File: src/sv/nec_ir_frame_transmitter_unit_assert.svh
// Assertion macros for the NEC IR frame transmitter.
// Both sample on the rising edge of clk and stay quiet while rst_n is low.
`ifndef NEC_IR_FRAME_TRANSMITTER_UNIT_ASSERT_SVH
`define NEC_IR_FRAME_TRANSMITTER_UNIT_ASSERT_SVH

// Check an implication that holds within the same cycle.
`define NECIRTX_ASSERT_SAME(label, cond, prop, msg) \
    label: assert property (@(posedge clk) disable iff (!rst_n) (cond) |-> (prop)) \
        else $error(msg);

// Check an implication in the following cycle.
`define NECIRTX_ASSERT_NEXT(label, cond, prop, msg) \
    label: assert property (@(posedge clk) disable iff (!rst_n) (cond) |=> (prop)) \
        else $error(msg);

`endif

File: src/sv/necirtx_pkg.sv
`timescale 1ns / 1ps

package necirtx_pkg;

    // Defaults for the top-level parameters.
    localparam int MAX_BYTES_DEF  = 4;
    localparam int TIMER_BITS_DEF = 16;

    // Field widths.
    localparam int PHASE_W     = 3;
    localparam int COUNT_W     = 3;
    localparam int DUR_W       = 16;
    localparam int PAYLOAD_W   = 32;
    localparam int PAYLOAD_NB  = PAYLOAD_W / 8;
    localparam int APB_DATA_W  = 32;
    localparam int APB_ADDR_W  = 5;
    localparam int REG_IDX_W   = 3;

    // Register reset values.
    localparam logic [PAYLOAD_W-1:0] PAYLOAD_RST   = 32'h55AA_FF00;
    localparam logic [COUNT_W-1:0]   COUNT_RST     = 3'd4;
    localparam logic [DUR_W-1:0]     LEAD_MARK_RST = 16'd900;
    localparam logic [DUR_W-1:0]     LEAD_SPC_RST  = 16'd450;
    localparam logic [DUR_W-1:0]     BIT_MARK_RST  = 16'd56;
    localparam logic [DUR_W-1:0]     ONE_SPC_RST   = 16'd169;
    localparam logic [DUR_W-1:0]     GAP_RST       = 16'd10800;

    // Transmit phase, also the encoding of the phase output.
    typedef enum logic [PHASE_W-1:0] {
        PH_GAP        = 3'd0,
        PH_LEAD_MARK  = 3'd1,
        PH_LEAD_SPACE = 3'd2,
        PH_BIT_MARK   = 3'd3,
        PH_BIT_SPACE  = 3'd4
    } phase_t;

    // Register map index (byte address / 4).
    typedef enum logic [REG_IDX_W-1:0] {
        REG_PAYLOAD    = 3'd0,
        REG_BYTE_COUNT = 3'd1,
        REG_LEAD_MARK  = 3'd2,
        REG_LEAD_SPACE = 3'd3,
        REG_BIT_MARK   = 3'd4,
        REG_ONE_SPACE  = 3'd5,
        REG_GAP        = 3'd6
    } reg_idx_t;

endpackage

File: src/sv/nec_ir_frame_transmitter_unit.sv
`timescale 1ns / 1ps
// NEC IR frame transmitter: one enable beat in, one carrier/phase/frame_done beat out.
// The result of a beat is registered and shown in the cycle after the beat is accepted.
// One beat per cycle while the output is not stalled; the countdown, phase step and bit
// pick are all combinational between the state registers and the output register.
// Reset (rst_n low, asynchronous): gap phase with one tick left, bit index and byte
// cleared, no result pending, all configuration registers at their defaults.

module nec_ir_frame_transmitter_unit #(
    parameter int MAX_BYTES  = necirtx_pkg::MAX_BYTES_DEF,
    parameter int TIMER_BITS = necirtx_pkg::TIMER_BITS_DEF
) (
    input  logic                                 clk,
    input  logic                                 rst_n,
    // input channel
    input  logic                                 in_valid,
    output logic                                 in_stall,
    input  logic                                 enable,
    // output channel
    output logic                                 out_valid,
    input  logic                                 out_stall,
    output logic                                 carrier_on,
    output logic [necirtx_pkg::PHASE_W-1:0]      phase,
    output logic                                 frame_done,
    // configuration port
    input  logic                                 psel,
    input  logic                                 penable,
    input  logic                                 pwrite,
    input  logic [necirtx_pkg::APB_ADDR_W-1:0]   paddr,
    input  logic [necirtx_pkg::APB_DATA_W-1:0]   pwdata,
    output logic [necirtx_pkg::APB_DATA_W-1:0]   prdata,
    output logic                                 pready
);

    import necirtx_pkg::*;

    // Bit index runs from 0 up to MAX_BYTES*8 inclusive.
    localparam int BI_W = $clog2(MAX_BYTES * 8 + 1);
    localparam logic [TIMER_BITS-1:0] TIMER_ONE = TIMER_BITS'(1);

    // ------------------------------------------------------------------
    // Configuration registers
    // ------------------------------------------------------------------
    logic [PAYLOAD_W-1:0] payload_reg;
    logic [COUNT_W-1:0]   byte_count_reg;
    logic [DUR_W-1:0]     lead_mark_reg;
    logic [DUR_W-1:0]     lead_space_reg;
    logic [DUR_W-1:0]     bit_mark_reg;
    logic [DUR_W-1:0]     one_space_reg;
    logic [DUR_W-1:0]     gap_reg;

    logic     cfg_write;
    reg_idx_t cfg_idx;

    assign pready    = 1'b1;
    assign cfg_write = psel && penable && pwrite && pready;
    assign cfg_idx   = reg_idx_t'(paddr[APB_ADDR_W-1:2]);

    always_ff @(posedge clk or negedge rst_n)
    begin
        if (!rst_n)
        begin
            payload_reg    <= PAYLOAD_RST;
            byte_count_reg <= COUNT_RST;
            lead_mark_reg  <= LEAD_MARK_RST;
            lead_space_reg <= LEAD_SPC_RST;
            bit_mark_reg   <= BIT_MARK_RST;
            one_space_reg  <= ONE_SPC_RST;
            gap_reg        <= GAP_RST;
        end
        else if (cfg_write)
        begin
            unique case (cfg_idx)
                REG_PAYLOAD:    payload_reg    <= pwdata;
                REG_BYTE_COUNT: byte_count_reg <= pwdata[COUNT_W-1:0];
                REG_LEAD_MARK:  lead_mark_reg  <= pwdata[DUR_W-1:0];
                REG_LEAD_SPACE: lead_space_reg <= pwdata[DUR_W-1:0];
                REG_BIT_MARK:   bit_mark_reg   <= pwdata[DUR_W-1:0];
                REG_ONE_SPACE:  one_space_reg  <= pwdata[DUR_W-1:0];
                REG_GAP:        gap_reg        <= pwdata[DUR_W-1:0];
                default:        ;   // unmapped address: drop the write
            endcase
        end
    end

    // Read back, zero-extended; unmapped addresses read zero.
    always_comb
    begin
        unique case (cfg_idx)
            REG_PAYLOAD:    prdata = payload_reg;
            REG_BYTE_COUNT: prdata = APB_DATA_W'(byte_count_reg);
            REG_LEAD_MARK:  prdata = APB_DATA_W'(lead_mark_reg);
            REG_LEAD_SPACE: prdata = APB_DATA_W'(lead_space_reg);
            REG_BIT_MARK:   prdata = APB_DATA_W'(bit_mark_reg);
            REG_ONE_SPACE:  prdata = APB_DATA_W'(one_space_reg);
            REG_GAP:        prdata = APB_DATA_W'(gap_reg);
            default:        prdata = '0;
        endcase
    end

    // ------------------------------------------------------------------
    // Handshake: one output register parts the two channels. A new beat
    // is taken whenever that register is empty or being drained.
    // ------------------------------------------------------------------
    logic in_accept;

    assign in_stall  = out_valid && out_stall;
    assign in_accept = in_valid && !in_stall;

    // ------------------------------------------------------------------
    // Transmit state
    // ------------------------------------------------------------------
    phase_t                phase_reg,      phase_next;
    logic [TIMER_BITS-1:0] tick_timer_reg, tick_timer_next;
    logic [BI_W-1:0]       bit_index_reg,  bit_index_next;
    logic [7:0]            cur_byte_reg,   cur_byte_next;

    // Durations are masked to the timer width; a zero length counts as one tick.
    function automatic logic [TIMER_BITS-1:0] load_ticks(input logic [DUR_W-1:0] v);
        logic [TIMER_BITS-1:0] t;
        t = TIMER_BITS'(v);
        return (t == '0) ? TIMER_ONE : t;
    endfunction

    // Clamp the byte count to 1..MAX_BYTES and turn it into a bit limit.
    logic [3:0]      eff_count;
    logic [BI_W-1:0] bit_limit;

    always_comb
    begin
        if (byte_count_reg == '0)
            eff_count = 4'd1;
        else if ({1'b0, byte_count_reg} > 4'(MAX_BYTES))
            eff_count = 4'(MAX_BYTES);
        else
            eff_count = {1'b0, byte_count_reg};
        bit_limit = BI_W'({eff_count, 3'b000});
    end

    // Byte and bit selected by the bit index; bytes past the register read zero.
    logic [7:0] byte_sel;
    logic [7:0] payload_byte;
    logic [7:0] byte_now;
    logic       bit_val;

    always_comb
    begin
        byte_sel = 8'(bit_index_reg >> 3);
        if (byte_sel < 8'(PAYLOAD_NB))
            payload_byte = payload_reg[byte_sel[1:0]*8 +: 8];
        else
            payload_byte = '0;
        byte_now = (bit_index_reg[2:0] == 3'd0) ? payload_byte : cur_byte_reg;
        bit_val  = byte_now[bit_index_reg[2:0]];
    end

    // Next state and result of one tick.
    logic   expired;
    logic   carrier_next;
    logic   done_next;
    phase_t phase_out_next;

    always_comb
    begin
        phase_next      = phase_reg;
        tick_timer_next = tick_timer_reg;
        bit_index_next  = bit_index_reg;
        cur_byte_next   = cur_byte_reg;
        carrier_next    = 1'b0;
        done_next       = 1'b0;
        phase_out_next  = phase_reg;
        expired         = (tick_timer_reg <= TIMER_ONE);

        if (!enable)
        begin
            // Drop back to the gap with one tick left, carrier off.
            phase_next      = PH_GAP;
            tick_timer_next = TIMER_ONE;
            bit_index_next  = '0;
            phase_out_next  = PH_GAP;
        end
        else
        begin
            if (!expired)
                tick_timer_next = tick_timer_reg - TIMER_ONE;

            unique case (phase_reg)
                PH_LEAD_MARK:
                begin
                    carrier_next = 1'b1;
                    if (expired)
                    begin
                        phase_next      = PH_LEAD_SPACE;
                        tick_timer_next = load_ticks(lead_space_reg);
                    end
                end
                PH_LEAD_SPACE:
                begin
                    if (expired)
                    begin
                        phase_next      = PH_BIT_MARK;
                        tick_timer_next = load_ticks(bit_mark_reg);
                    end
                end
                PH_BIT_MARK:
                begin
                    carrier_next = 1'b1;
                    if (expired)
                    begin
                        if (bit_index_reg >= bit_limit)
                        begin
                            // Stop mark ends: frame complete.
                            bit_index_next  = '0;
                            phase_next      = PH_GAP;
                            tick_timer_next = load_ticks(gap_reg);
                            done_next       = 1'b1;
                        end
                        else
                        begin
                            cur_byte_next   = byte_now;
                            bit_index_next  = bit_index_reg + BI_W'(1);
                            phase_next      = PH_BIT_SPACE;
                            tick_timer_next = bit_val ? load_ticks(one_space_reg)
                                                      : load_ticks(bit_mark_reg);
                        end
                    end
                end
                PH_BIT_SPACE:
                begin
                    if (expired)
                    begin
                        phase_next      = PH_BIT_MARK;
                        tick_timer_next = load_ticks(bit_mark_reg);
                    end
                end
                default:
                begin
                    // Gap, or any stray code handled as the gap.
                    phase_out_next = PH_GAP;
                    if (expired)
                    begin
                        phase_next      = PH_LEAD_MARK;
                        tick_timer_next = load_ticks(lead_mark_reg);
                    end
                end
            endcase
        end
    end

    always_ff @(posedge clk or negedge rst_n)
    begin
        if (!rst_n)
        begin
            phase_reg      <= PH_GAP;
            tick_timer_reg <= TIMER_ONE;
            bit_index_reg  <= '0;
            cur_byte_reg   <= '0;
        end
        else if (in_accept)
        begin
            phase_reg      <= phase_next;
            tick_timer_reg <= tick_timer_next;
            bit_index_reg  <= bit_index_next;
            cur_byte_reg   <= cur_byte_next;
        end
    end

    // ------------------------------------------------------------------
    // Output register: hold while stalled, load on every accepted beat.
    // ------------------------------------------------------------------
    logic   out_valid_reg, out_valid_next;
    logic   carrier_reg;
    logic   done_reg;
    phase_t phase_out_reg;

    assign out_valid_next = in_accept || (out_valid_reg && out_stall);

    always_ff @(posedge clk or negedge rst_n)
    begin
        if (!rst_n)
            out_valid_reg <= 1'b0;
        else
            out_valid_reg <= out_valid_next;
    end

    always_ff @(posedge clk)
    begin
        if (in_accept)
        begin
            carrier_reg   <= carrier_next;
            done_reg      <= done_next;
            phase_out_reg <= phase_out_next;
        end
    end

    assign out_valid  = out_valid_reg;
    assign carrier_on = carrier_reg;
    assign frame_done = done_reg;
    assign phase      = phase_out_reg;

    // ------------------------------------------------------------------
    // Assertions
    // ------------------------------------------------------------------
`include "nec_ir_frame_transmitter_unit_assert.svh"

    `NECIRTX_ASSERT_SAME(a_done_in_mark, out_valid && frame_done, carrier_on && phase_out_reg == PH_BIT_MARK, "frame_done outside a stop mark")
    `NECIRTX_ASSERT_SAME(a_carrier_phase, out_valid && carrier_on, phase_out_reg == PH_LEAD_MARK || phase_out_reg == PH_BIT_MARK, "carrier on in a space phase")
    `NECIRTX_ASSERT_NEXT(a_disable_idle, in_accept && !enable, phase_reg == PH_GAP && tick_timer_reg == TIMER_ONE && bit_index_reg == '0, "disable did not force the gap")
    `NECIRTX_ASSERT_SAME(a_timer_nonzero, 1'b1, tick_timer_reg != '0, "tick timer reached zero")
    `NECIRTX_ASSERT_SAME(a_bit_index_range, 1'b1, bit_index_reg <= BI_W'(MAX_BYTES * 8), "bit index past the frame")

endmodule
File: config.mk
export PLATFORM = sky130hd
export DESIGN_NAME = nec_ir_frame_transmitter_unit
export DESIGN_NICKNAME = d
export VERILOG_FILES = /design/src/sv/necirtx_pkg.sv /design/src/sv/nec_ir_frame_transmitter_unit.sv
export VERILOG_INCLUDE_DIRS = /design/src /design/src/sv
export SDC_FILE = /design/constraint.sdc
export NUM_CORES = 1
export LEC_CHECK = 0
export BUFFER_PORTS_ARGS = -buffer_cell sky130_fd_sc_hd__buf_2
export CAP_MARGIN = 10
export CORE_ASPECT_RATIO = 1.25
export CORE_MARGIN = 2
export CORE_UTILIZATION = 50
export DETAILED_ROUTE_END_ITERATION = 8
export GPL_TIMING_DRIVEN = 0
export PLACE_DENSITY = 0.78
export SYNTH_ARGS = -nofsm -noshare
export SYNTH_HDL_FRONTEND = slang
export SYNTH_SLANG_ARGS = --single-unit
File: constraint.sdc
create_clock -name clk -period 7.22 [get_ports clk]
set_input_delay 2.166 -clock clk [delete_from_list [all_inputs] [get_ports clk]]
set_output_delay 2.166 -clock clk [all_outputs]
set_load 0.03 [all_outputs]
==> results.py, run 1 <==
metrics = {
    "detailed_routing": {
        "vias_per_cell": 6.77,
        "drt_wl_total_mm": 33.6,
        "drt_pass1_iterations": 6,
        "drtIter0Drc": 1049,
        "route.detailed.drc": 0,
        "drt-wirelength-per-cell_um": 26.8,
        "wl_met1_mm": 12.6,
        "route.top_layer_used": "met4",
        "wl_met2_mm": 16.0,
        "detail-route-antenna-nets": 0,
        "vias": 8460,
        "dr_wl_met3_mm": 3.04,
    },
    "grt": {
        "grt_usage_pct": 34.8,
        "grt_pass1_wl_mm": 51.8,
        "gr-total-overflow": 0,
        "antenna_found_initial": 2,
        "first_global_vias": 8525,
        "grt_max_degree": 79,
    },
    "worst_setup_path": {
        "arrival_ns": 4.51,
        "critPathRequiredTime_ns": 5.05,
        "crit_path_start_kind": "primary input",
        "critPathCaptureType": "primary output",
        "crit_type": "primary input to primary output",
        "path_max_fanout": 10,
    },
    "timing": {
        "finalSetupViolCount": 0,
        "maxSlewViolCount": 0,
        "relSlewSlack_pct": 14.9,
        "rsz0062_at_grt": "false",
        "fin_ws_ns": 0.546,
        "fin_crit_ns": 6.67,
        "period_share_pct": 92.4,
        "timing.fmax_ghz": 0.150,
        "hold_viol_final": 0,
        "finalSetupTns_ns": 0,
        "worstMarginPinSlew_ns": 1.27,
        "skew_ns": 0.00696,
        "whs_ns": 0.480,
    },
    "die": {
        "dieArea_um2": 19700,
        "die_height_um": 157,
        "die_x_um": 126,
        "fp-row-count": 55,
        "io-pin-count": 85,
        "core_um2": 18200,
        "start_util_pct": 51.2,
    },
    "finish": {
        "final_cell_mix": "120 x mux2_2, 111 x dfrtp_1, 84 x buf_2, 59 x nand2_1, 56 x nor2_1",
        "area_delta_synth_final_pct": 14.2,
        "mostFrequentLayoutCell": "mux2_2",
        "stdcell_count": 1250,
        "largest_reg_flops": 32,
        "final-seq-area_um2": 3930,
        "fill_cells": 1603,
        "drive_gt1_share_pct": 29.3,
        "multi_input_area_um2": 5070,
        "utilization_pct": 58.5,
        "nNetsFinal": 1058,
    },
    "logic_synthesis": {
        "synthArstFlopShare_pct": 96.8,
        "synth_nets": 959,
        "synth_edf_count": 5,
        "yosysWarnings": 0,
        "synth-main-ff-cell": "dfrtp_1",
        "netlist_instances": 907,
        "synth-seq-cells": 154,
        "avgSynthCellArea_um2": 10.3,
        "ys_types": 77,
        "synth_area_um2": 9300,
        "ys_seq_area_share_pct": 42.2,
    },
    "cts": {
        "htree_levels": 4,
        "tritoncts": "done",
        "worstSkewPairLatency_ns": 0.44,
        "cts_buffers": 17,
        "clockBufferDepth": 2,
        "cts_root_buf": "clkbuf_16",
        "cts-hold-fix-buffers": 0,
        "ctsResizeCount": 0,
        "clkTransAtPathRegs_ns": 0.07,
        "clkSinkCount": 154,
        "cts_setup_buffers": 0,
    },
    "placed_design": {
        "dpl_worst_slack_ns": 0.606,
        "place_hpwl_mm": 25.0,
        "dp.cells": 1215,
        "port_buffers": 79,
        "gp_congestion": 1.02,
    },
    "hold_path": {
        "hold_class": "flip-flop to flip-flop",
    },
    "pwr": {
        "ir_drop_mv": 0.230,
        "p_per_area_nw_per_um2": 342,
        "leakage_nw": 4.46,
    },
    "run_status": {
        "run_status": "completed",
    },
    "flow_run": {
        "cap_viol_max_count": 0,
    },
}
## cell usage after synthesis, drive strengths merged (8+ instances only)
library cell | count | share of area, %
mux2 | 127 | 15
nand4 | 9 | 0.61
nor3b | 8 | 0.65
a22oi | 8 | 0.65
o22ai | 10 | 0.67
nand2 | 59 | 2.4
nor2 | 56 | 2.3
dfrtp | 111 | 30
nand2b | 11 | 0.74
nor3 | 32 | 1.8
mux2i | 30 | 3.2
and3 | 9 | 0.61
mux4 | 10 | 2.4
a21oi | 44 | 2.4
inv | 14 | 0.56
nand3 | 14 | 0.75
nor4 | 23 | 1.8
dfstp | 38 | 11
o211ai | 10 | 0.81
o21ai | 58 | 3.2
and2 | 23 | 1.5
buf | 15 | 0.89
o31ai | 14 | 1.2
clkbuf | 46 | 1.9
## report_power, final
part	internal (mW)	switching, mW	leakage, nW
clock	0.495	0.425	0.296
sequential	1.07	0.286	1.89
combinational	0.522	0.836	2.28
## kinds of logic (layout without fill, tap and decap cells)
group,count (synthesis),after routing,share of synthesized area (%)
AOI/OAI and AO/OA,220,220,16.1
and+or+nand+nor,273,273,15.4
adders and majority gates,7,7,0.941
buffers and inverters,75,187,3.31
muxes,167,167,21.1
DFF,154,154,42.2
xor gates and xnor gates,10,10,0.941
other,1,4,0.0403
## final cells by class
cell class | instances | share of cell area (%)
diodes | 3 | 0.0707
plain buffers | 61 | 2.40
clock buffers | 17 | 4.01
clock inverters | 15 | 1.61
inverters | 14 | 0.495
multi-input cells | 678 | 47.7
flip-flops and latches | 154 | 37.0
well taps | 228 | 2.69
repair buffers | 80 | 4.04
## layer usage
metal / track usage (%) / vias to the layer above
met1: 43.4 / 4151
met3: 7.52 / 141
met5: 0 / -
li1: - / 3642
met4: 18.1 / 0
met2: 56.9 / 526
## worst max-delay path, cell delays in order
cell,delay (ns)
clkbuf_1,0.26
buf_1,0.56
clkbuf_1,0.62
mux4_2,0.33
nor2_1,0.04
a21oi_1,0.26
buf_2,0.26
## stage by stage
step                      total power, mW  instance area [um2]
after global routing                 3.79                10600
after floorplan                      2.17                 9300
after CTS                            3.59                10600
after detailed placement             2.66                10000
final                                3.64                10600
after global placement               2.66                 9980
## path summary, 6_finish.rpt
kind,from,cells past startpoint,slack [ns],to
setup / recovery,paddr[3],7,0.55,prdata[5]
hold / removal,cur_byte_reg[6],2,0.48,cur_byte_reg[6]
setup reg to reg,bit_index_reg[3],12,3.50,tick_timer_reg[8]
hold reg to reg,cur_byte_reg[6],2,0.48,cur_byte_reg[6]
max in group asynchronous,rst_n,2,4.57,lead_space_reg[6]
min in group asynchronous,rst_n,1,1.74,payload_reg[20]
Note: power is estimated with default switching activity, not from simulation.
==> inputs of run 2 (changes only) <==
Settings changed: CORE_MARGIN 2 to 1.
==> results.py, run 2 (same netlist as run 1, synthesis figures left out) <==
metrics = {
    "run_status": {
        "run_status": "completed",
    },
    "grt": {
        "grt_pass1_wl_mm": 50.4,
        "first_global_vias": 8221,
        "grt_max_degree": 80,
        "grt_usage_pct": 36.3,
        "gr-total-overflow": 0,
        "antenna_found_initial": 0,
    },
    "timing": {
        "hold_viol_final": 0,
        "relSlewSlack_pct": 19.2,
        "rsz0062_at_grt": "false",
        "finalSetupTns_ns": 0,
        "period_share_pct": 92.1,
        "timing.fmax_ghz": 0.150,
        "maxSlewViolCount": 0,
        "fin_crit_ns": 6.65,
        "finalSetupViolCount": 0,
        "worstMarginPinSlew_ns": 1.21,
        "skew_ns": 0.00816,
    },
    "die": {
        "fp-row-count": 55,
        "start_util_pct": 51.2,
        "die_height_um": 155,
        "io-pin-count": 85,
        "dieArea_um2": 19200,
        "core_um2": 18200,
        "die_x_um": 124,
    },
    "cts": {
        "cts-hold-fix-buffers": 0,
        "cts_buffers": 17,
        "worstSkewPairLatency_ns": 0.44,
        "clkSinkCount": 154,
        "clockBufferDepth": 2,
        "clkTransAtPathRegs_ns": 0.07,
        "cts_root_buf": "clkbuf_16",
        "cts_setup_buffers": 0,
        "tritoncts": "done",
        "htree_levels": 4,
        "ctsResizeCount": 0,
    },
    "finish": {
        "diodes": 0,
        "area_delta_synth_final_pct": 14.0,
        "drive_gt1_share_pct": 29.4,
        "final_cell_mix": "120 x mux2_2, 111 x dfrtp_1, 85 x buf_2, 59 x nand2_1, 56 x nor2_1",
        "fill_cells": 1615,
        "largest_reg_flops": 32,
        "multi_input_area_um2": 5070,
        "mostFrequentLayoutCell": "mux2_2",
        "final-seq-area_um2": 3930,
        "nNetsFinal": 1059,
    },
    "detailed_routing": {
        "vias": 8511,
        "drtIter0Drc": 858,
        "drt_wl_total_mm": 33.2,
        "drt-wirelength-per-cell_um": 26.6,
        "detail-route-antenna-nets": 0,
        "route.detailed.drc": 0,
        "drt_pass1_iterations": 7,
        "vias_per_cell": 6.82,
    },
    "worst_setup_path": {
        "cp_top_family": "buffers and inverters",
        "critPathCaptureType": "primary output",
        "reg2reg_slack_ns": 3.38,
        "crit_top_cell": "clkbuf_1",
        "slowest_delay_ns": 0.62,
        "slowest_stage": "clkbuf_1",
        "arrival_ns": 4.48,
        "crit_type": "primary input to primary output",
        "crit_chain": "clkbuf_1, buf_1, clkbuf_1, mux4_2, nor2_1, a21oi_1, buf_2",
        "path_max_fanout": 10,
        "crit_buf_inv": 4,
        "critPathRequiredTime_ns": 5.05,
        "crit_path_start_kind": "primary input",
    },
    "pwr": {
        "ir_drop_mv": 0.212,
        "p_per_area_nw_per_um2": 340,
        "finalPower_mw": 3.61,
        "leakage_nw": 4.46,
    },
    "placed_design": {
        "place_hpwl_mm": 24.8,
        "port_buffers": 79,
        "gp_congestion": 1.07,
    },
    "flow_run": {
        "cap_viol_max_count": 0,
    },
    "hold_path": {
        "hold_class": "flip-flop to flip-flop",
    },
}
==> run 2: final timing paths <==
kind,startpoint,end,cells past startpoint
worst min register to register,cur_byte_reg[3],cur_byte_reg[3],2
worst min-delay path,cur_byte_reg[3],cur_byte_reg[3],2
worst max-delay path,paddr[3],prdata[5],7
min in group asynchronous,rst_n,payload_reg[20],1
max in group asynchronous,rst_n,bit_mark_reg[5],2
worst max register to register,bit_index_reg[3],tick_timer_reg[8],12
==> run 2: tightest hold or removal path, cell delays in order, from the launching register on <==
cell and delay (ns):
dfrtp_1 0.35, nand2_1 0.06, o31ai_1 0.06
==> run 2: cell type report <==
| cell class | count | share of cell area (%) |
|---|---|---|
| Multi-Input combinational cell | 678 | 47.8 |
| Clock buffer | 18 | 4.14 |
| Timing Repair Buffer | 81 | 4.09 |
| Sequential cell | 154 | 37.0 |
| Inverter | 14 | 0.495 |
| Buffer | 61 | 2.41 |
| Tap cell | 228 | 2.69 |
| Clock inverter | 14 | 1.39 |
==> run 2: power breakdown <==
part           internal [mW]  total (mW)  switching, mW
registers               1.07        1.36          0.287
logic                  0.522        1.35          0.833
clock network          0.471       0.895          0.424
==> run 2: metrics by stage <==
| stage | cells | worst slack [ns] | util, % | instance area (um2) | hold slack [ns] |
|---|---|---|---|---|---|
| floorplan | 907 | 0.942 | - | 9300 | 0.448 |
| global placement | 1214 | 0.666 | 55.0 | 9980 | 0.462 |
| detailed placement | 1215 | 0.665 | 55.1 | 10000 | 0.473 |
| CTS | 1247 | 0.626 | 58.4 | 10600 | 0.491 |
| global route | 1248 | 0.421 | 58.4 | 10600 | 0.511 |
| finish | 1248 | 0.569 | 58.4 | 10600 | 0.490 |
==> run 2: layer usage <==
metal	wire, um	global-route usage, %
met5	0	0
met4	2520	23.2
met3	3450	8.78
met2	15100	55.0
met1	12100	45.9
